<file path="config.mk">
export PLATFORM = sky130hd
export DESIGN_NAME = laser_power_pid_core
export DESIGN_NICKNAME = d
export VERILOG_FILES = /design/src/design/lpp_pkg.sv /design/src/design/lpp_ctrl.sv /design/src/design/lpp_dp.sv /design/src/design/laser_power_pid_core.sv
export SDC_FILE = /design/constraint.sdc
export NUM_CORES = 1
export LEC_CHECK = 0
export ABC_AREA = 0
export BUFFER_PORTS_ARGS = -buffer_cell sky130_fd_sc_hd__buf_2
export CAP_MARGIN = 15
export CORE_MARGIN = 2
export CORE_UTILIZATION = 60
export DETAILED_ROUTE_END_ITERATION = 8
export GPL_TIMING_DRIVEN = 0
export PLACE_DENSITY = 0.8
export SETUP_SLACK_MARGIN = 0.02
export SYNTH_ARGS = -nofsm -noshare
export SYNTH_HDL_FRONTEND = slang
export SYNTH_SLANG_ARGS = --single-unit
</file>
<file path="constraint.sdc">
create_clock -name clk -period 6.35 [get_ports clk]
set_clock_uncertainty 0.05 [all_clocks]
set_input_delay 0.635 -clock clk [delete_from_list [all_inputs] [get_ports clk]]
set_output_delay 0.635 -clock clk [all_outputs]
set_load 0.05 [all_outputs]
</file>
<file path="src/design/lpp_pkg.sv">
// Shared types, constants and codes of the laser power PID block.
package lpp_pkg;

	localparam int TEMP_W  = 17;
	localparam int SPEED_W = 16;
	localparam int POWER_W = 15;
	localparam int ERR_W   = 18;
	localparam int INTEG_W = 17;
	localparam int DIFF_W  = 19;
	localparam int SUM_W   = 22;
	localparam int PROD_W  = 33;

	localparam int CFG_AW = 2;
	localparam int CFG_DW = 32;

	localparam logic [CFG_AW-3+1:0] REG_TARGET_TEMP = '0;

	localparam int INTEGRAL_LIMIT  = 32000;
	localparam int SPEED_LIMIT     = 3840;
	localparam int POWER_MIN       = 800;
	localparam int POWER_MAX       = 19200;
	localparam int OVERTEMP_MARGIN = 9600;

	// Quotient bits produced by the divider, one per cycle.
	localparam int DIV_STEPS = POWER_W;
	localparam int DIV_CNT_W = $clog2(DIV_STEPS);

	typedef struct packed {
		logic               scan_start;
		logic [TEMP_W-1:0]  measured_temp;
		logic [SPEED_W-1:0] scan_speed;
	} in_word_t;

	typedef struct packed {
		logic [POWER_W-1:0] drive_power;
		logic               over_temp;
	} out_word_t;

	typedef enum logic [2:0] {
		S_IDLE,
		S_ERR,
		S_PWR,
		S_MUL,
		S_CHK,
		S_DIV,
		S_FIN
	} state_t;

	typedef struct packed {
		logic load;
		logic upd_state;
		logic calc_power;
		logic calc_prod;
		logic div_init;
		logic div_step;
		logic out_load;
	} cmd_t;

	typedef struct packed {
		logic go_div;
	} sts_t;

endpackage

</file>
<file path="src/design/lpp_ctrl.sv">
// Sequencer of the laser power PID block: state machine, divide step counter, output valid.
module lpp_ctrl (
	input  logic          clk,
	input  logic          arst_n,
	input  logic          in_valid,
	output logic          in_ready,
	output logic          out_valid,
	input  logic          out_ready,
	output lpp_pkg::cmd_t cmd,
	input  lpp_pkg::sts_t sts
);
	import lpp_pkg::*;

	state_t               state_q;
	state_t               state_d;
	logic [DIV_CNT_W-1:0] div_cnt_q;
	logic                 div_last;
	logic                 out_valid_q;
	logic                 out_free;

	assign div_last = (div_cnt_q == DIV_CNT_W'(DIV_STEPS - 1));
	assign out_free = !out_valid_q || out_ready;

	always_comb begin
		state_d = state_q;
		unique case (state_q)
			S_IDLE: begin
				if (in_valid) begin
					state_d = S_ERR;
				end
			end
			S_ERR: state_d = S_PWR;
			S_PWR: state_d = S_MUL;
			S_MUL: state_d = S_CHK;
			S_CHK: state_d = sts.go_div ? S_DIV : S_FIN;
			S_DIV: begin
				if (div_last) begin
					state_d = S_FIN;
				end
			end
			S_FIN: begin
				if (out_free) begin
					state_d = S_IDLE;
				end
			end
			default: state_d = S_IDLE;
		endcase
	end

	always_comb begin
		cmd      = '0;
		in_ready = 1'b0;
		unique case (state_q)
			S_IDLE: begin
				in_ready = 1'b1;
				cmd.load = in_valid;
			end
			S_ERR: cmd.upd_state  = 1'b1;
			S_PWR: cmd.calc_power = 1'b1;
			S_MUL: cmd.calc_prod  = 1'b1;
			S_CHK: cmd.div_init   = 1'b1;
			S_DIV: cmd.div_step   = 1'b1;
			S_FIN: cmd.out_load   = out_free;
			default: cmd = '0;
		endcase
	end

	always_ff @(posedge clk or negedge arst_n) begin
		if (!arst_n) begin
			state_q     <= S_IDLE;
			div_cnt_q   <= '0;
			out_valid_q <= 1'b0;
		end else begin
			state_q <= state_d;
			if (cmd.div_init) begin
				div_cnt_q <= '0;
			end else if (cmd.div_step) begin
				div_cnt_q <= div_cnt_q + 1'b1;
			end
			if (cmd.out_load) begin
				out_valid_q <= 1'b1;
			end else if (out_ready) begin
				out_valid_q <= 1'b0;
			end
		end
	end

	assign out_valid = out_valid_q;

	// An accepted word always starts the error stage.
	a_accept_starts: assert property (@(posedge clk) disable iff (!arst_n)
		in_valid && in_ready |=> state_q == S_ERR)
		else $error("accepted word did not start the error stage");

	// The divider runs its full number of steps.
	a_div_runs: assert property (@(posedge clk) disable iff (!arst_n)
		state_q == S_DIV && !div_last |=> state_q == S_DIV)
		else $error("divider left early");

	// A new result never overwrites one that has not been taken.
	a_no_overwrite: assert property (@(posedge clk) disable iff (!arst_n)
		cmd.out_load |-> (!out_valid_q || out_ready))
		else $error("output register overwritten");

	// The finished result waits while the receiver stalls.
	a_fin_holds: assert property (@(posedge clk) disable iff (!arst_n)
		state_q == S_FIN && out_valid_q && !out_ready |=> state_q == S_FIN)
		else $error("finish stage left while output stalled");

endmodule

</file>
<file path="src/design/lpp_dp.sv">
// Datapath of the laser power PID block: PID state, power sum, derating divider, clamps.
module lpp_dp (
	input  logic                       clk,
	input  logic                       arst_n,
	input  lpp_pkg::cmd_t              cmd,
	output lpp_pkg::sts_t              sts,
	input  lpp_pkg::in_word_t          in_word,
	input  logic [lpp_pkg::TEMP_W-1:0] target_temp,
	output lpp_pkg::out_word_t         out_word
);
	import lpp_pkg::*;

	// Latched input word.
	logic               start_q;
	logic [TEMP_W-1:0]  meas_q;
	logic [SPEED_W-1:0] speed_q;

	// Controller state carried between segments.
	logic signed [ERR_W-1:0]   prev_err_q;
	logic signed [INTEG_W-1:0] integ_q;
	logic                      flag_q;

	// Per-segment working registers.
	logic signed [ERR_W-1:0]  err_q;
	logic signed [DIFF_W-1:0] diff_q;
	logic signed [SUM_W-1:0]  power_q;
	logic [PROD_W-1:0]        prod_q;
	logic                     pos_q;
	logic                     derate_q;
	logic                     sat_q;
	logic [SPEED_W-1:0]       rem_q;
	logic [POWER_W-1:0]       quo_q;
	out_word_t                out_q;

	logic signed [ERR_W-1:0]   prev_eff;
	logic signed [INTEG_W-1:0] integ_eff;
	logic                      flag_eff;
	logic signed [ERR_W-1:0]   err_c;
	logic signed [ERR_W:0]     isum_c;
	logic signed [INTEG_W-1:0] integ_c;
	logic signed [DIFF_W-1:0]  diff_c;
	logic [ERR_W-1:0]          limit_c;
	logic                      hot_c;

	logic signed [SUM_W-1:0]  p_kp;
	logic signed [SUM_W-1:0]  p_int;
	logic signed [DIFF_W+1:0] d3;
	logic signed [SUM_W-1:0]  p_der;
	logic signed [SUM_W-1:0]  sum_c;

	logic [PROD_W-1:0]  prod_c;
	logic [PROD_W-1:0]  div_top;
	logic               sat_c;
	logic [SPEED_W:0]   trial;
	logic               take;
	logic [POWER_W-1:0] res_c;

	// Error stage: scan start discards the history before this segment.
	assign prev_eff  = start_q ? '0 : prev_err_q;
	assign integ_eff = start_q ? '0 : integ_q;
	assign flag_eff  = start_q ? 1'b0 : flag_q;
	assign err_c     = $signed({1'b0, target_temp}) - $signed({1'b0, meas_q});
	assign isum_c    = ERR_W'(integ_eff) + err_c;
	assign diff_c    = DIFF_W'(err_c) - DIFF_W'(prev_eff);
	assign limit_c   = ERR_W'(target_temp) + ERR_W'(OVERTEMP_MARGIN);
	assign hot_c     = ERR_W'(meas_q) > limit_c;

	always_comb begin
		if (isum_c > (ERR_W+1)'(INTEGRAL_LIMIT)) begin
			integ_c = INTEG_W'(INTEGRAL_LIMIT);
		end else if (isum_c < -(ERR_W+1)'(INTEGRAL_LIMIT)) begin
			integ_c = -INTEG_W'(INTEGRAL_LIMIT);
		end else begin
			integ_c = isum_c[INTEG_W-1:0];
		end
	end

	// Power stage: both halvings are arithmetic shifts, so they round toward minus infinity.
	assign p_kp  = {err_q[ERR_W-1], err_q, 3'b000};
	assign p_int = SUM_W'(integ_q >>> 1);
	assign d3    = (DIFF_W+2)'(diff_q) + $signed({diff_q[DIFF_W-1], diff_q, 1'b0});
	assign p_der = SUM_W'(d3 >>> 1);
	assign sum_c = p_kp + p_int + p_der;

	// 3840 = 4096 - 256, so the derating product is two shifts and a subtract.
	assign prod_c = {power_q[SUM_W-2:0], 12'b0} - {4'b0, power_q[SUM_W-2:0], 8'b0};

	// Quotients of 2^15 or more saturate, which keeps the divider to fifteen steps.
	assign div_top = {2'b0, speed_q, 15'b0};
	assign sat_c   = prod_q >= div_top;
	assign sts.go_div = derate_q && pos_q && !sat_c;

	assign trial = {rem_q, quo_q[POWER_W-1]};
	assign take  = trial >= {1'b0, speed_q};

	always_comb begin
		if (derate_q) begin
			if (!pos_q) begin
				res_c = POWER_W'(POWER_MIN);
			end else if (sat_q || quo_q > POWER_W'(POWER_MAX)) begin
				res_c = POWER_W'(POWER_MAX);
			end else if (quo_q < POWER_W'(POWER_MIN)) begin
				res_c = POWER_W'(POWER_MIN);
			end else begin
				res_c = quo_q;
			end
		end else begin
			if (power_q < SUM_W'(POWER_MIN)) begin
				res_c = POWER_W'(POWER_MIN);
			end else if (power_q > SUM_W'(POWER_MAX)) begin
				res_c = POWER_W'(POWER_MAX);
			end else begin
				res_c = power_q[POWER_W-1:0];
			end
		end
	end

	always_ff @(posedge clk or negedge arst_n) begin
		if (!arst_n) begin
			prev_err_q <= '0;
			integ_q    <= '0;
			flag_q     <= 1'b0;
		end else if (cmd.upd_state) begin
			prev_err_q <= err_c;
			integ_q    <= integ_c;
			flag_q     <= flag_eff | hot_c;
		end
	end

	always_ff @(posedge clk) begin
		if (cmd.load) begin
			start_q <= in_word.scan_start;
			meas_q  <= in_word.measured_temp;
			speed_q <= in_word.scan_speed;
		end
		if (cmd.upd_state) begin
			err_q  <= err_c;
			diff_q <= diff_c;
		end
		if (cmd.calc_power) begin
			power_q <= sum_c;
		end
		if (cmd.calc_prod) begin
			prod_q   <= prod_c;
			pos_q    <= !power_q[SUM_W-1] && (power_q != '0);
			derate_q <= speed_q > SPEED_W'(SPEED_LIMIT);
		end
		if (cmd.div_init) begin
			sat_q <= sat_c;
			rem_q <= prod_q[PROD_W-3:POWER_W];
			quo_q <= prod_q[POWER_W-1:0];
		end else if (cmd.div_step) begin
			rem_q <= take ? SPEED_W'(trial - {1'b0, speed_q}) : trial[SPEED_W-1:0];
			quo_q <= {quo_q[POWER_W-2:0], take};
		end
		if (cmd.out_load) begin
			out_q.drive_power <= res_c;
			out_q.over_temp   <= flag_q;
		end
	end

	assign out_word = out_q;

endmodule

</file>
<file path="src/design/laser_power_pid_core.sv">
// Top level of the laser power PID block: configuration register, controller and datapath.
//
// Usage: each scan segment enters as one input word (scan_start, measured_temp,
// scan_speed) on the in_valid/in_ready channel, and exactly one result word
// (drive_power, over_temp) leaves on the out_valid/out_ready channel for it.
// The target temperature is written through the APB-style port at byte
// address 0; the user must write it only while the block is idle, and the
// block itself has no guard for this. pready is always high and reads return the register.
// Flow: an accepted word passes the error, power, product and check states, and the
// finish state then loads the output register. With derating (speed above 15 mm/s
// and a positive PID sum that does not saturate the quotient) a restoring divider
// between the check and finish states produces one quotient bit per cycle until
// the fifteen-bit quotient is complete. The sequencer takes no new word before the
// previous result has been loaded into the output register.
// A new word is accepted only while the sequencer is idle, but the result
// register decouples the sides: the next word is accepted and worked on while
// the previous result still waits. When the receiver stalls, the finished
// result holds in the final stage until the output register is free.
// Reset clears the target temperature, the error history, the integral, the
// over-temperature flag and all handshake state; no result is pending after it.
module laser_power_pid_core (
	input  logic                       clk,
	input  logic                       arst_n,
	input  logic                       in_valid,
	output logic                       in_ready,
	input  lpp_pkg::in_word_t          in_word,
	output logic                       out_valid,
	input  logic                       out_ready,
	output lpp_pkg::out_word_t         out_word,
	input  logic                       psel,
	input  logic                       penable,
	input  logic                       pwrite,
	input  logic [lpp_pkg::CFG_AW-1:0] paddr,
	input  logic [lpp_pkg::CFG_DW-1:0] pwdata,
	output logic [lpp_pkg::CFG_DW-1:0] prdata,
	output logic                       pready
);
	import lpp_pkg::*;

	cmd_t              cmd;
	sts_t              sts;
	logic [TEMP_W-1:0] target_temp_q;
	logic              cfg_wr;

	// The only register occupies the whole address space, so every aligned
	// access lands on the target temperature.
	assign pready = 1'b1;
	assign cfg_wr = psel && penable && pwrite && ((paddr >> 2) == CFG_AW'(REG_TARGET_TEMP));

	always_ff @(posedge clk or negedge arst_n) begin
		if (!arst_n) begin
			target_temp_q <= '0;
		end else if (cfg_wr) begin
			target_temp_q <= pwdata[TEMP_W-1:0];
		end
	end

	assign prdata = CFG_DW'(target_temp_q);

	// The sequencer steps the datapath through the error, power, product and clamp
	// stages of one segment, with the divide stage between them only when go_div is set.
	lpp_ctrl u_ctrl (
		.clk       (clk),
		.arst_n    (arst_n),
		.in_valid  (in_valid),
		.in_ready  (in_ready),
		.out_valid (out_valid),
		.out_ready (out_ready),
		.cmd       (cmd),
		.sts       (sts)
	);

	lpp_dp u_dp (
		.clk         (clk),
		.arst_n      (arst_n),
		.cmd         (cmd),
		.sts         (sts),
		.in_word     (in_word),
		.target_temp (target_temp_q),
		.out_word    (out_word)
	);

endmodule
</file>
# Word level (Yosys, flattened, before mapping)
# Cells that the tools add are included.
[word_totals] ff_bits=237 latch_bits=0 ram_bits=0 rom_bits=0 input_bits=75 output_inout_bits=51 mem_count=0
[op_classes] add_sub_neg=10 multipliers=0 div=0 order_cmp=10 eq_ne=10 n_shift=0 muxes=33 n_bitwise=1 n_reduce_logical=15
[ops] cell="two-way mux 15 bit" count=8
[ops] cell="two-way mux 17 bit" count=3
[ops] cell="two-way mux 16 bit" count=3
[ops] cell="greater-or-equal comparator 33 x 31 -> 1 bit" count=1
[ops] cell="subtractor 33 x 29 -> 33 bit" count=1
[ops] cell="adder 21 x 16 -> 22 bit" count=1
[ops] cell="adder 22 x 20 -> 22 bit" count=1
[ops] cell="> comparator 22 x 16 -> 1 bit (second input constant)" count=1
[ops] cell="< comparator 22 x 11 -> 1 bit (second input constant)" count=1
[ops] cell="nonzero test 22 bit" count=1
[ops] cell="adder 19 x 20 -> 21 bit" count=1
[ops] cell="case mux 3 bit (7 select lines)" count=1
[ops] cell="adder 17 x 18 -> 19 bit" count=1
[ops] cell="> comparator 19 x 16 -> 1 bit (second input constant)" count=1
[ops] cell="< comparator 19 x 16 -> 1 bit (second input constant)" count=1
[ops] cell="subtractor 18 x 18 -> 19 bit" count=1
[ops] cell="adder 17 x 14 -> 18 bit (second input constant)" count=1
[ops] cell="> comparator 17 x 18 -> 1 bit" count=1
[ops] cell="two-way mux 18 bit" count=1
[ops] cell="subtractor 17 x 17 -> 18 bit" count=1
[ops] cell="greater-or-equal comparator 17 x 16 -> 1 bit" count=1
[ops] cell="> comparator 16 x 12 -> 1 bit (second input constant)" count=1
[ops] cell="subtractor 16 bit" count=1
[ops] cell="> comparator 15 bit (second input constant)" count=1
[ops] cell="19 further kinds" count=44

# Logic depth before layout (Yosys ltp)
# Gate-level depths: netlist (run 1).
[depth] word_depth=5 depth_mapped=23 ltp_nobuf=23

# Cells and area by module
# From an unflattened synthesis (run 1), not the netlist that was laid out.
[unflattened] cells_unflattened=1579 hier_area_um2=16365.7
[by_module_without_submodules] module="lpp_dp" instances=1 cells_per_inst=1472 area_per_inst_um2=15075.7
[by_module_without_submodules] module="laser_power_pid_core" instances=1 cells_per_inst=54 area_per_inst_um2=810.8
[by_module_without_submodules] module="lpp_ctrl" instances=1 cells_per_inst=53 area_per_inst_um2=479.2

# Worst setup path after synthesis (run 1)
# Ideal clock, no wire load.
[synth_timing] path_type="reg-to-reg" startpoint="reg target_temp_q[1]" endpoint="reg u_dp.integ_q[2]" setup_ns=0.121 arrival_ns=4.840 t_required_ns=6.179 path_slack_ns=1.339 path_stages_with_launch=19 path_buffers=0 synth_period_minus_slack_ns=5.011 cell_sequence="dfrtp_1 > inv_1 > ha_1 > nor2b_1 > o31ai_2 > or2b_1 > a21oi_1 > xnor2_1 > ha_1 > o21a_1 > and3_1 > a221oi_1 > a21oi_1 > and3_1 > a2111oi_0 > nor4bb_2 > nor4_4 > a32o_2 > a32o_2"
[synth_between] elab_chain_cells=5 word_cells_on_any_way=6 cone_classes="2 x add/sub; 2 x order compare; 2 x mux"
[synth_rtl] element="start: declaration" line="laser_power_pid_core.sv:42" rtl="logic [TEMP_W-1:0] target_temp_q;"
[synth_rtl] element="start signal: assignment" line="laser_power_pid_core.sv:54" rtl="target_temp_q <= pwdata[TEMP_W-1:0];"
[synth_rtl] element="subtractor 17 x 17 -> 18 bit (*)" line="lpp_dp.sv:62" rtl="assign err_c = $signed({1'b0, target_temp}) - $signed({1'b0, meas_q});"
[synth_rtl] element="net u_dp.err_c[5]" line="lpp_dp.sv:38" rtl="logic signed [ERR_W-1:0] err_c;"
[synth_rtl] element="adder 17 x 18 -> 19 bit (*)" line="lpp_dp.sv:63" rtl="assign isum_c = ERR_W'(integ_eff) + err_c;"
[synth_rtl] element="< comparator 19 x 16 -> 1 bit" line="lpp_dp.sv:71" rtl="end else if (isum_c < -(ERR_W+1)'(INTEGRAL_LIMIT)) begin"
[synth_rtl] element="two-way mux 17 bit" line="lpp_dp.sv:71"
[synth_rtl] element="two-way mux 17 bit (*)" line="lpp_dp.sv:69" rtl="if (isum_c > (ERR_W+1)'(INTEGRAL_LIMIT)) begin"
[synth_rtl] element="end signal: assignment" line="lpp_dp.sv:125" rtl="integ_q <= integ_c;"
[synth_rtl] element="end: declaration" line="lpp_dp.sv:20" rtl="logic signed [INTEG_W-1:0] integ_q;"
# The timed path passes the listed nets; every way through them passes the cells marked *.
# A chain may end at the register's enable or synchronous reset.

# Worst setup path after layout (run 1)
[layout_timing] startpoint="reg u_dp.diff_q[1]" endpoint="reg u_dp.power_q[20], data pin"
[layout_between] elab_chain_cells=2
[layout_rtl] element="start: declaration" line="lpp_dp.sv:25" rtl="logic signed [DIFF_W-1:0] diff_q;"
[layout_rtl] element="start signal: assignment" line="lpp_dp.sv:138" rtl="diff_q <= diff_c;"
[layout_rtl] element="adder 19 x 20 -> 21 bit" line="lpp_dp.sv:81" rtl="assign d3 = (DIFF_W+2)'(diff_q) + $signed({diff_q[DIFF_W-1], diff_q, 1'b0});"
[layout_rtl] element="adder 22 x 20 -> 22 bit" line="lpp_dp.sv:83" rtl="assign sum_c = p_kp + p_int + p_der;"
[layout_rtl] element="net u_dp.sum_c[20]" line="lpp_dp.sv:49" rtl="logic signed [SUM_W-1:0] sum_c;"
[layout_rtl] element="end signal: assignment" line="lpp_dp.sv:141" rtl="power_q <= sum_c;"
[layout_rtl] element="end: declaration" line="lpp_dp.sv:26" rtl="logic signed [SUM_W-1:0] power_q;"
# The timed path passes the listed nets, and every way through them passes these cells.

==> results by group, run 1 <==
Yosys
  – Synth Instances: 1,630
  – Seq/Total Area, Yosys: 40.6%
  – EDFF count, synth: 168
  – Synth area leader: edfxtp_1
  – Post-synthesis cell type count: 84
  – Most frequent cell after synthesis: inv_1
  – Main flop type after synthesis: edfxtp_1
  – Register bit count reported by yosys: 229
  – Synth top area share: 31.2%
  – Synth cell count leaders: inv_1, edfxtp_1, ha_1, nand2_1, a21oi_1
  – Synth top area cells: edfxtp_1, ha_1, dfrtp_1
  – Post-Syn Area: 16,200 um2
  – Yosys warns: 0
  – Synth Area per Inst: 9.92 um2
  – Ys async rst share: 26.6%

Routing
  – WL per Instance: 16.3 um
  – Initial drt markers: 763
  – Drt pass-1 iters: 5
  – DRT antenna net count: 0
  – Total vias in the final route: 12,200
  – DRC viols: 0
  – Routed Wire Length: 34,600 um
  – DR vias/cell: 5.76

Global routing
  – Initial antenna violation count: 1
  – Number of global-route vias before repair: 12,300
  – GRT Overall Usage: 24.7%
  – Total grt overflow: 0
  – First-pass GRT wire length: 57,100 um
  – Pin count of the biggest net entering global routing: 62

Setup path
  – R2r startpoint: u_dp.diff_q[1]
  – WS Path Type: reg2reg
  – Required @ worst endpoint: 6.57 ns
  – R2r worst-path depth: 23
  – Worst EP arrival: 5.78 ns
  – Critical Path Source: u_dp.diff_q[1]
  – CP endpoint kind: flop
  – FF-to-FF End: u_dp.power_q[20]
  – CP Launch Type: flop
  – R2r setup slk: 0.79 ns
  – Crit Path Max Fanout: 4

Finish
  – Fill cell count: 2,008
  – Sequential Area: 6570 um2
  – Multi-input logic area: 8760 um2
  – Area growth syn-to-layout: 11.7%
  – Nets@finish: 2,028
  – Diodes inserted: 0
  – Layout cells sized above 1: 11.2%

Timing
  – Slew Viols, Final: 0
  – RSZ-0062 raised after global routing: no
  – Final Cycle Share: 87.5%
  – Rel. slew slack: 34.1%
  – Final Critical Period: 5.56 ns
  – Fmax: 180 MHz
  – Transition time of the tightest slew-check pin: 0.988 ns
  – TNS Setup: 0 ns
  – # setup viols final: 0
  – Final Hold Violating Endpoints: 0

Floorplan
  – Die width: 168 um
  – Total Die Area: 28,300 um2
  – Placement row count: 60
  – Initial core utilization: 60.5%
  – Core area: 26,700 um2
  – IO Pins: 126
  – Die Y-Extent: 168 um

Clocking
  – Clock latency on the worst-skew pair: 0.53 ns
  – Clock Sinks: 229
  – CTS resizes: 0
  – Maximum root-to-sink buffer count: 3
  – CTS tree: built
  – CTS HTree Levels: 1
  – Reg clk slew, reported paths: 0.06 ns
  – Post-CTS Setup Bufs: 0
  – CTS Hold Bufs: 0
  – Clock root cell: clkbuf_16
  – Num CTS Buffers: 25

Outcome
  – Status: complete, no violations

Place
  – DP HPWL: 26,900 um
  – Port bufs: 92
  – GP Congestion: 0.944

Min path
  – Hold Path Class: in2async

Job
  – Max cap viols: 0
-- cells in the final DEF, fill, tap and decap left out, drive strengths merged, types with 10 or more instances in the layout --
master,n
inv,175
edfxtp,168
ha,161
nand2,125
a21oi,119
buf,116
nor2,109
xnor2,75
o21ai,67
dfrtp,61
clkbuf,59
nand2b,41
xor2,37
nor2b,33
nor3,32
a21o,32
nand3,27
o21a,25
fa,24
mux2,20
a22o,16
nand4,16
conb,16
or3,15
o21bai,15
a31oi,13
and2,12
o211ai,11
a211oi,10
nor4,10
and3,10
clkinv,10
-- critical path: stages (launching register included) --
cell and delay (ns):
edfxtp_1 0.44, ha_1 0.24, fa_1 0.41, a21o_1 0.17
a21oi_1 0.23, o21bai_1 0.10, a21oi_1 0.24, nor2b_1 0.08
o21a_1 0.19, o31a_1 0.29, o21ai_0 0.27, o21bai_1 0.11
a21oi_1 0.20, xor2_1 0.10, fa_1 0.48, inv_1 0.04
ha_1 0.34, a21o_1 0.19, a21oi_1 0.23, o21ai_0 0.14
a211oi_1 0.37, o21bai_1 0.11, a21oi_1 0.20, xnor2_1 0.08
-- per-stage QoR --
step	cells	worst slack (ns)	hold WS, ns	utilization (%)	cell area, um2
final	2126	0.791	0.157	67.6	18100
after floorplan	1644	1.34	0.289	-	16200
after detailed placement	2080	0.839	0.414	64.3	17200
after CTS	2124	0.787	0.172	67.4	18000
after global routing	2126	0.337	0.208	67.6	18100
after global placement	2077	0.957	0.407	64.0	17100
-- registers in the layout (all words and copies together) (netlist names), 15 cells and up --
register	count
u_dp.integ_q	17
u_dp.power_q	22
u_dp.quo_q	15
u_dp.speed_q	16
u_dp.rem_q	16
u_dp.out_word	16
u_dp.meas_q	17
target_temp_q	17
u_dp.err_q	18
u_dp.prev_err_q	18
u_dp.prod_q	25
u_dp.diff_q	19
-- kinds of logic (layout without fill, tap and decap cells) --
family / after synthesis / after routing / share of synthesized area [%]
simple gates: 463 / 463 / 14.3
compound gates: 388 / 388 / 16.1
mux: 23 / 23 / 1.60
xor+xnor: 112 / 112 / 6.06
other cells: 2 / 16 / 0.0464
buf+inv: 224 / 365 / 5.58
fa+ha+maj: 189 / 189 / 15.7
flops: 229 / 229 / 40.6
-- layout make-up --
| type | instances | share of cell area (%) |
|---|---|---|
| multi-input cells | 1191 | 48.5 |
| flip-flops and latches | 229 | 36.4 |
| inverters | 174 | 3.62 |
| clock buffers | 28 | 3.58 |
| repair buffers | 97 | 3.08 |
| well taps | 341 | 2.36 |
| plain buffers | 50 | 1.39 |
| clock inverters | 16 | 1.11 |
-- routing by layer --
layer	vias to the layer above	wire [um]	GRT usage (%)
met5	-	15	0
met2	317	17500	46.4
met4	2	1390	9.52
met3	88	1530	3.10
li1	6069	-	-
met1	5773	14100	28.7
-- how the worst max path moves through the flow --
stage                        to  cells after the start  slack, ns
2_1_floorplan   u_dp.integ_q[2]                     18       1.34
3_3_place_gp    u_dp.integ_q[6]                     20       0.96
3_5_place_dp   u_dp.power_q[20]                     23       0.84
4_1_cts        u_dp.power_q[20]                     23       0.79
5_1_grt         u_dp.integ_q[5]                     20       0.34
6_report       u_dp.power_q[20]                     23       0.79
Power of run 1 is not shown: default switching activity piles up to over one toggle a cycle in this logic, so the estimate is an artifact.
==> run 2: changes to the inputs <==
--- a/config.mk
+++ b/config.mk
@@ -8,11 +8,13 @@
 export ABC_AREA = 0
 export BUFFER_PORTS_ARGS = -buffer_cell sky130_fd_sc_hd__buf_2
 export CAP_MARGIN = 15
+export CELL_PAD_IN_SITES_DETAIL_PLACEMENT = 1
+export CELL_PAD_IN_SITES_GLOBAL_PLACEMENT = 1
 export CORE_MARGIN = 2
-export CORE_UTILIZATION = 60
+export CORE_UTILIZATION = 48
 export DETAILED_ROUTE_END_ITERATION = 8
 export GPL_TIMING_DRIVEN = 0
-export PLACE_DENSITY = 0.8
+export PLACE_DENSITY_LB_ADDON = 0.1
 export SETUP_SLACK_MARGIN = 0.02
 export SYNTH_ARGS = -nofsm -noshare
 export SYNTH_HDL_FRONTEND = slang
==> run 2 against run 1 <==
Compared with the run above:
- first-iteration DRC count down 51%
- sequential cell count did not move
- largest cell class unchanged
- critical endpoint is now u_dp.integ_q[7]
- critical path depth fell by 7
==> results by group, run 2 (synthesis gave the netlist of run 1 again) <==
Finish
  – Diodes inserted: 0 (unchanged)
  – Max reg flops: 25 (unchanged)
  – Area growth syn-to-layout: 13.1% (was 11.7%)
  – Commonest non-fill, non-tap cell in the layout: inv_1 (unchanged)
  – Layout cells sized above 1: 11.8% (was 11.2%)
  – Leading cell types in the layout, fill and taps excluded: inv_1, edfxtp_1, ha_1, nand2_1, a21oi_1 (unchanged)
  – Fill cell count: 3,813 (was 2,008)
  – Top flop regs: u_dp.prod_q: 25 flops, u_dp.power_q: 22 flops, u_dp.diff_q: 19 flops (unchanged)
  – Nets@finish: 2,032 (was 2,028)
  – Most flops, register: u_dp.prod_q (unchanged)

Global routing
  – Number of global-route vias before repair: 13,100 (was 12,300)
  – Total grt overflow: 0 (unchanged)
  – First-pass GRT wire length: 65,200 um (was 57,100 um)
  – Initial antenna violation count: 0 (was 1)
  – Pin count of the biggest net entering global routing: 62 (unchanged)
  – GRT Overall Usage: 22.8% (was 24.7%)

Routing
  – Initial drt markers: 371 (was 763)
  – WL per Instance: 17.6 um (was 16.3 um)
  – Total vias in the final route: 12,200 (about the same)
  – Drt pass-1 iters: 5 (unchanged)
  – DR vias/cell: 5.46 (was 5.76)
  – DRT antenna net count: 0 (unchanged)
  – DRC viols: 0 (unchanged)
  – Routed Wire Length: 39,400 um (was 34,600 um)

Clocking
  – Num CTS Buffers: 28 (was 25)
  – CTS Hold Bufs: 0 (unchanged)
  – Clock latency on the worst-skew pair: 0.55 ns (was 0.53 ns)
  – Maximum root-to-sink buffer count: 3 (unchanged)
  – Clock root cell: clkbuf_16 (unchanged)
  – Post-CTS Setup Bufs: 0 (unchanged)
  – Reg clk slew, reported paths: 0.06 ns (about the same)
  – Clock Sinks: 229 (unchanged)
  – CTS tree: built (unchanged)
  – CTS resizes: 0 (unchanged)
  – CTS HTree Levels: 1 (unchanged)

Place
  – DP HPWL: 31,800 um (was 26,900 um)
  – GP Congestion: 0.856 (was 0.944)
  – Post-place setup slack: 0.542 ns (was 0.839 ns)
  – Port bufs: 92 (unchanged)

Setup path
  – CP endpoint kind: flop (unchanged)
  – Crit-path slowest cell: a21boi_0 (was fa_1)
  – Worst EP arrival: 6.13 ns (was 5.78 ns)
  – CP Buf/Inv Count: 1 (unchanged)
  – CP Launch Type: flop (unchanged)
  – Required @ worst endpoint: 6.69 ns (was 6.57 ns)
  – Crit Path Max Fanout: 6 (was 4)
  – Worst path top cell family by delay: compound AO/OA/AOI/OAI gates (unchanged)
  – Crit-path cells: inv_1 > ha_1 > nor2b_1 > o31ai_2 > a21boi_0 > ha_1 > o21ai_0 > a21oi_1 > o221a_2 > o41ai_1 > xnor2_1 > a2111oi_0 > nor4bb_2 > nor4_4 > a32oi_1 > o22ai_1 (was ha_1 > fa_1 > a21o_1 > a21oi_1 > o21bai_1 > a21oi_1 > nor2b_1 > o21a_1 > o31a_1 > o21ai_0 > o21bai_1 > a21oi_1 > xor2_1 > fa_1 > inv_1 > ha_1 > a21o_1 > a21oi_1 > o21ai_0 > a211oi_1 > o21bai_1 > a21oi_1 > xnor2_1)
  – CP most frequent cell: ha_1 (was a21oi_1)
  – WS Path Type: reg2reg (unchanged)
  – Crit-path max cell delay: 0.69 ns (was 0.48 ns)

Timing
  – # setup viols final: 0 (unchanged)
  – TNS Setup: 0 ns (unchanged)
  – Fmax: 173 MHz (was 180 MHz)
  – Rel. slew slack: 39.2% (was 34.1%)
  – Final Cycle Share: 91.3% (was 87.5%)
  – Final Worst Setup Slack: 0.555 ns (was 0.791 ns)
  – Slew Viols, Final: 0 (unchanged)
  – RSZ-0062 raised after global routing: no (unchanged)
  – Transition time of the tightest slew-check pin: 0.900 ns (was 0.988 ns)
  – Final Critical Period: 5.80 ns (was 5.56 ns)
  – Final Hold Violating Endpoints: 0 (unchanged)

Floorplan
  – IO Pins: 126 (unchanged)
  – Die width: 188 um (was 168 um)
  – Die Y-Extent: 188 um (was 168 um)
  – Placement row count: 67 (was 60)
  – Total Die Area: 35,200 um2 (was 28,300 um2)
  – Initial core utilization: 48.5% (was 60.5%)
  – Core area: 33,400 um2 (was 26,700 um2)

Job
  – Max cap viols: 0 (unchanged)

Outcome
  – Status: complete, no violations (unchanged)

Min path
  – Hold Path Class: in2async (unchanged)
-- run 2: final cells by class --
| class | count | area (um2) | area share (%) |
|---|---|---|---|
| Clock buffer | 31 | 722 | 3.95 |
| Tap cell | 448 | 561 | 3.06 |
| Clock inverter | 21 | 191 | 1.05 |
| Timing Repair Buffer | 98 | 583 | 3.19 |
| Multi-Input combinational cell | 1191 | 8760 | 47.9 |
| Buffer | 50 | 250 | 1.37 |
| Sequential cell | 229 | 6570 | 35.9 |
| Inverter | 174 | 653 | 3.57 |
-- run 2: worst paths after layout --
kind | from | endpoint | slack [ns] | depth (start not counted)
min in group clk | in_word[8] | u_dp.speed_q[8] | 0.20 | 1
max reg2reg | target_temp_q[1] | u_dp.integ_q[7] | 0.55 | 16
max | target_temp_q[1] | u_dp.integ_q[7] | 0.55 | 16
min | arst_n | u_dp.prev_err_q[2] | 0.15 | 1
min reg2reg | u_dp.prev_err_q[7] | u_dp.prev_err_q[7] | 0.43 | 2
max in group asynchronous | arst_n | u_dp.integ_q[8] | 5.56 | 1
-- run 2: through the flow --
step | utilization [%] | cells | hold slack [ns] | area [um2]
global placement | 51.7 | 2184 | 0.406 | 17200
global route | 54.8 | 2242 | 0.181 | 18300
floorplan | - | 1644 | 0.289 | 16200
CTS | 54.8 | 2241 | 0.168 | 18300
detailed placement | 52.0 | 2189 | 0.414 | 17400
finish | 54.8 | 2242 | 0.151 | 18300
-- run 2: layer usage --
| metal | part of all wire (%) | routed length (um) | global-route usage, % | up-vias |
|---|---|---|---|---|
| met1 | 41 | 16000 | 25.4 | 5897 |
| met3 | 2.9 | 1130 | 2.58 | 63 |
| met2 | 54 | 21200 | 45.2 | 189 |
| met5 | 0 | 0 | 0 | - |
| met4 | 2.9 | 1130 | 6.36 | 0 |
| li1 | - | - | - | 6089 |
Power of run 2 is left out for the same reason.
==> run 3: changes to the inputs <==
--- a/config.mk
+++ b/config.mk
@@ -8,13 +8,11 @@
 export ABC_AREA = 0
 export BUFFER_PORTS_ARGS = -buffer_cell sky130_fd_sc_hd__buf_2
 export CAP_MARGIN = 15
-export CELL_PAD_IN_SITES_DETAIL_PLACEMENT = 1
-export CELL_PAD_IN_SITES_GLOBAL_PLACEMENT = 1
 export CORE_MARGIN = 2
-export CORE_UTILIZATION = 48
+export CORE_UTILIZATION = 62
 export DETAILED_ROUTE_END_ITERATION = 8
 export GPL_TIMING_DRIVEN = 0
-export PLACE_DENSITY_LB_ADDON = 0.1
+export PLACE_DENSITY = 0.82
 export SETUP_SLACK_MARGIN = 0.02
 export SYNTH_ARGS = -nofsm -noshare
 export SYNTH_HDL_FRONTEND = slang
==> run 3 against run 2 <==
Compared with the run above:
- sequential cell count unchanged
- via count grew 0.87%
- maximum frequency up 2.3%
- first-iteration DRC count is 91% higher
- clock-buffer cell count decreased by 1
- setup slack better by 0.13 ns
- cell area decreased by 1.1%
- global-route usage rose by 3.4 points
- final cell count shrank 5.2%
- critical path type unchanged
- critical endpoint is now u_dp.integ_q[5]
==> results by group, run 3 (synthesis gave the netlist of run 1 again) <==
Outcome
  – Status: complete, no violations (unchanged)

Global routing
  – Number of global-route vias before repair: 12,300 (was 13,100)
  – Pin count of the biggest net entering global routing: 62 (unchanged)
  – First-pass GRT wire length: 57,500 um (was 65,200 um)
  – Initial antenna violation count: 1 (was 0)
  – Total grt overflow: 0 (unchanged)
  – GRT Overall Usage: 26.2% (was 22.8%)

Timing
  – Slew Viols, Final: 0 (unchanged)
  – Final Critical Period: 5.67 ns (was 5.80 ns)
  – TNS Setup: 0 ns (unchanged)
  – Final Hold Violating Endpoints: 0 (unchanged)
  – Fmax: 177 MHz (was 173 MHz)
  – Rel. slew slack: 45.1% (was 39.2%)
  – Transition time of the tightest slew-check pin: 0.824 ns (was 0.900 ns)
  – RSZ-0062 raised after global routing: no (unchanged)
  – Final Worst Setup Slack: 0.685 ns (was 0.555 ns)
  – Final Cycle Share: 89.2% (was 91.3%)
  – # setup viols final: 0 (unchanged)

Clocking
  – Post-CTS Setup Bufs: 0 (unchanged)
  – Clock latency on the worst-skew pair: 0.54 ns (was 0.55 ns)
  – Reg clk slew, reported paths: 0.06 ns (about the same)
  – Clock Sinks: 229 (unchanged)
  – CTS resizes: 0 (unchanged)
  – CTS Hold Bufs: 0 (unchanged)
  – CTS tree: built (unchanged)
  – CTS HTree Levels: 1 (unchanged)
  – Clock root cell: clkbuf_16 (unchanged)
  – Maximum root-to-sink buffer count: 3 (unchanged)
  – Num CTS Buffers: 26 (was 28)

Place
  – Port bufs: 92 (unchanged)
  – Post-place setup slack: 0.735 ns (was 0.542 ns)
  – GP Congestion: 0.913 (was 0.856)
  – Cells after DPL: 2,076 (was 2,189)
  – Area after DPL: 17,200 um2 (was 17,400 um2)
  – DP HPWL: 27,400 um (was 31,800 um)

Floorplan
  – Core area: 25,800 um2 (was 33,400 um2)
  – Placement row count: 59 (was 67)
  – Die width: 166 um (was 188 um)
  – Total Die Area: 27,400 um2 (was 35,200 um2)
  – IO Pins: 126 (unchanged)
  – Initial core utilization: 62.6% (was 48.5%)
  – Die Y-Extent: 166 um (was 188 um)

Finish
  – Area growth syn-to-layout: 11.8% (was 13.1%)
  – Max reg flops: 25 (unchanged)
  – Commonest non-fill, non-tap cell in the layout: inv_1 (unchanged)
  – Nets@finish: 2,030 (was 2,032)
  – Top flop regs: u_dp.prod_q: 25 flops, u_dp.power_q: 22 flops, u_dp.diff_q: 19 flops (unchanged)
  – Final cell count without fillers: 2,125 (was 2,242)
  – Diodes inserted: 0 (unchanged)
  – Leading cell types in the layout, fill and taps excluded: inv_1, edfxtp_1, ha_1, nand2_1, a21oi_1 (unchanged)
  – Most flops, register: u_dp.prod_q (unchanged)
  – Fill cell count: 1,963 (was 3,813)
  – Sequential Area: 6570 um2 (unchanged)
  – Layout cells sized above 1: 11.6% (was 11.8%)
  – Fin area: 18,100 um2 (was 18,300 um2)
  – Multi-input logic area: 8760 um2 (about the same)

Routing
  – WL per Instance: 16.4 um (was 17.6 um)
  – DRC viols: 0 (unchanged)
  – Routed Wire Length: 34,900 um (was 39,400 um)
  – Total vias in the final route: 12,300 (was 12,200)
  – Initial drt markers: 710 (was 371)
  – DRT antenna net count: 0 (unchanged)
  – DR vias/cell: 5.81 (was 5.46)
  – Drt pass-1 iters: 7 (was 5)

Setup path
  – Required @ worst endpoint: 6.69 ns (about the same)
  – FF-to-FF End: u_dp.integ_q[5] (was u_dp.integ_q[7])
  – Critical Path Source: target_temp_q[0] (was target_temp_q[1])
  – Crit Path Max Fanout: 6 (unchanged)
  – End of the critical path: u_dp.integ_q[5] (was u_dp.integ_q[7])
  – WS Path Type: reg2reg (unchanged)
  – R2r setup slk: 0.68 ns (was 0.55 ns)
  – R2r startpoint: target_temp_q[0] (was target_temp_q[1])
  – CP Launch Type: flop (unchanged)
  – Worst EP arrival: 6.01 ns (was 6.13 ns)
  – R2r worst-path depth: 20 (was 16)
  – CP endpoint kind: flop (unchanged)

Job
  – Max cap viols: 0 (unchanged)

Min path
  – Hold Path Class: in2async (unchanged)
## run 3: layout make-up
cell class              count  area share [%]
multi-input cells        1191            48.4
inverters                 174            3.61
flip-flops and latches    229            36.3
plain buffers              50            1.38
clock buffers              30            3.85
well taps                 335            2.32
clock inverters            18           0.837
repair buffers             98            3.25
## run 3: stage by stage
step | hold slack [ns] | utilization, %
2_1_floorplan | 0.289 | -
4_1_cts | 0.171 | 69.9
5_1_grt | 0.205 | 70.0
3_3_place_gp | 0.405 | 66.2
6_report | 0.140 | 70.0
3_5_place_dp | 0.414 | 66.6
## run 3: worst min-delay path by stage
stage                              from             endpoint  depth (start not counted)
floorplan                        arst_n     target_temp_q[0]                          0
global placement     u_dp.prev_err_q[0]   u_dp.prev_err_q[0]                          2
detailed placement  u_dp.prev_err_q[10]  u_dp.prev_err_q[10]                          2
CTS                              arst_n    target_temp_q[16]                          1
global route                     arst_n  u_dp.prev_err_q[13]                          1
finish                           arst_n    target_temp_q[16]                          1
## run 3: critical path: stages, from the launching register on
cell       delay [ns]
dfrtp_1          0.40
inv_1            0.07
ha_1             0.16
inv_1            0.06
fa_1             0.41
a21oi_1          0.27
nor2b_1          0.08
nor2_1           0.16
o21bai_1         0.09
a21oi_1          0.18
xnor2_1          0.19
ha_1             0.31
or3_1            0.31
o221a_2          0.28
o41ai_1          0.65
xnor2_1          0.21
a2111oi_0        0.41
nor4bb_2         0.45
nor4_4           0.11
a32oi_1          0.52
o22ai_1          0.14
## run 3: metal layers
layer | global-route usage, % | wire [um] | vias up
met5 | 0 | 0 | -
met4 | 8.66 | 1100 | 0
met3 | 2.52 | 1420 | 70
met2 | 50.7 | 18300 | 342
met1 | 30.1 | 14100 | 5834
li1 | - | - | 6098
Power of run 3 is left out for the same reason.
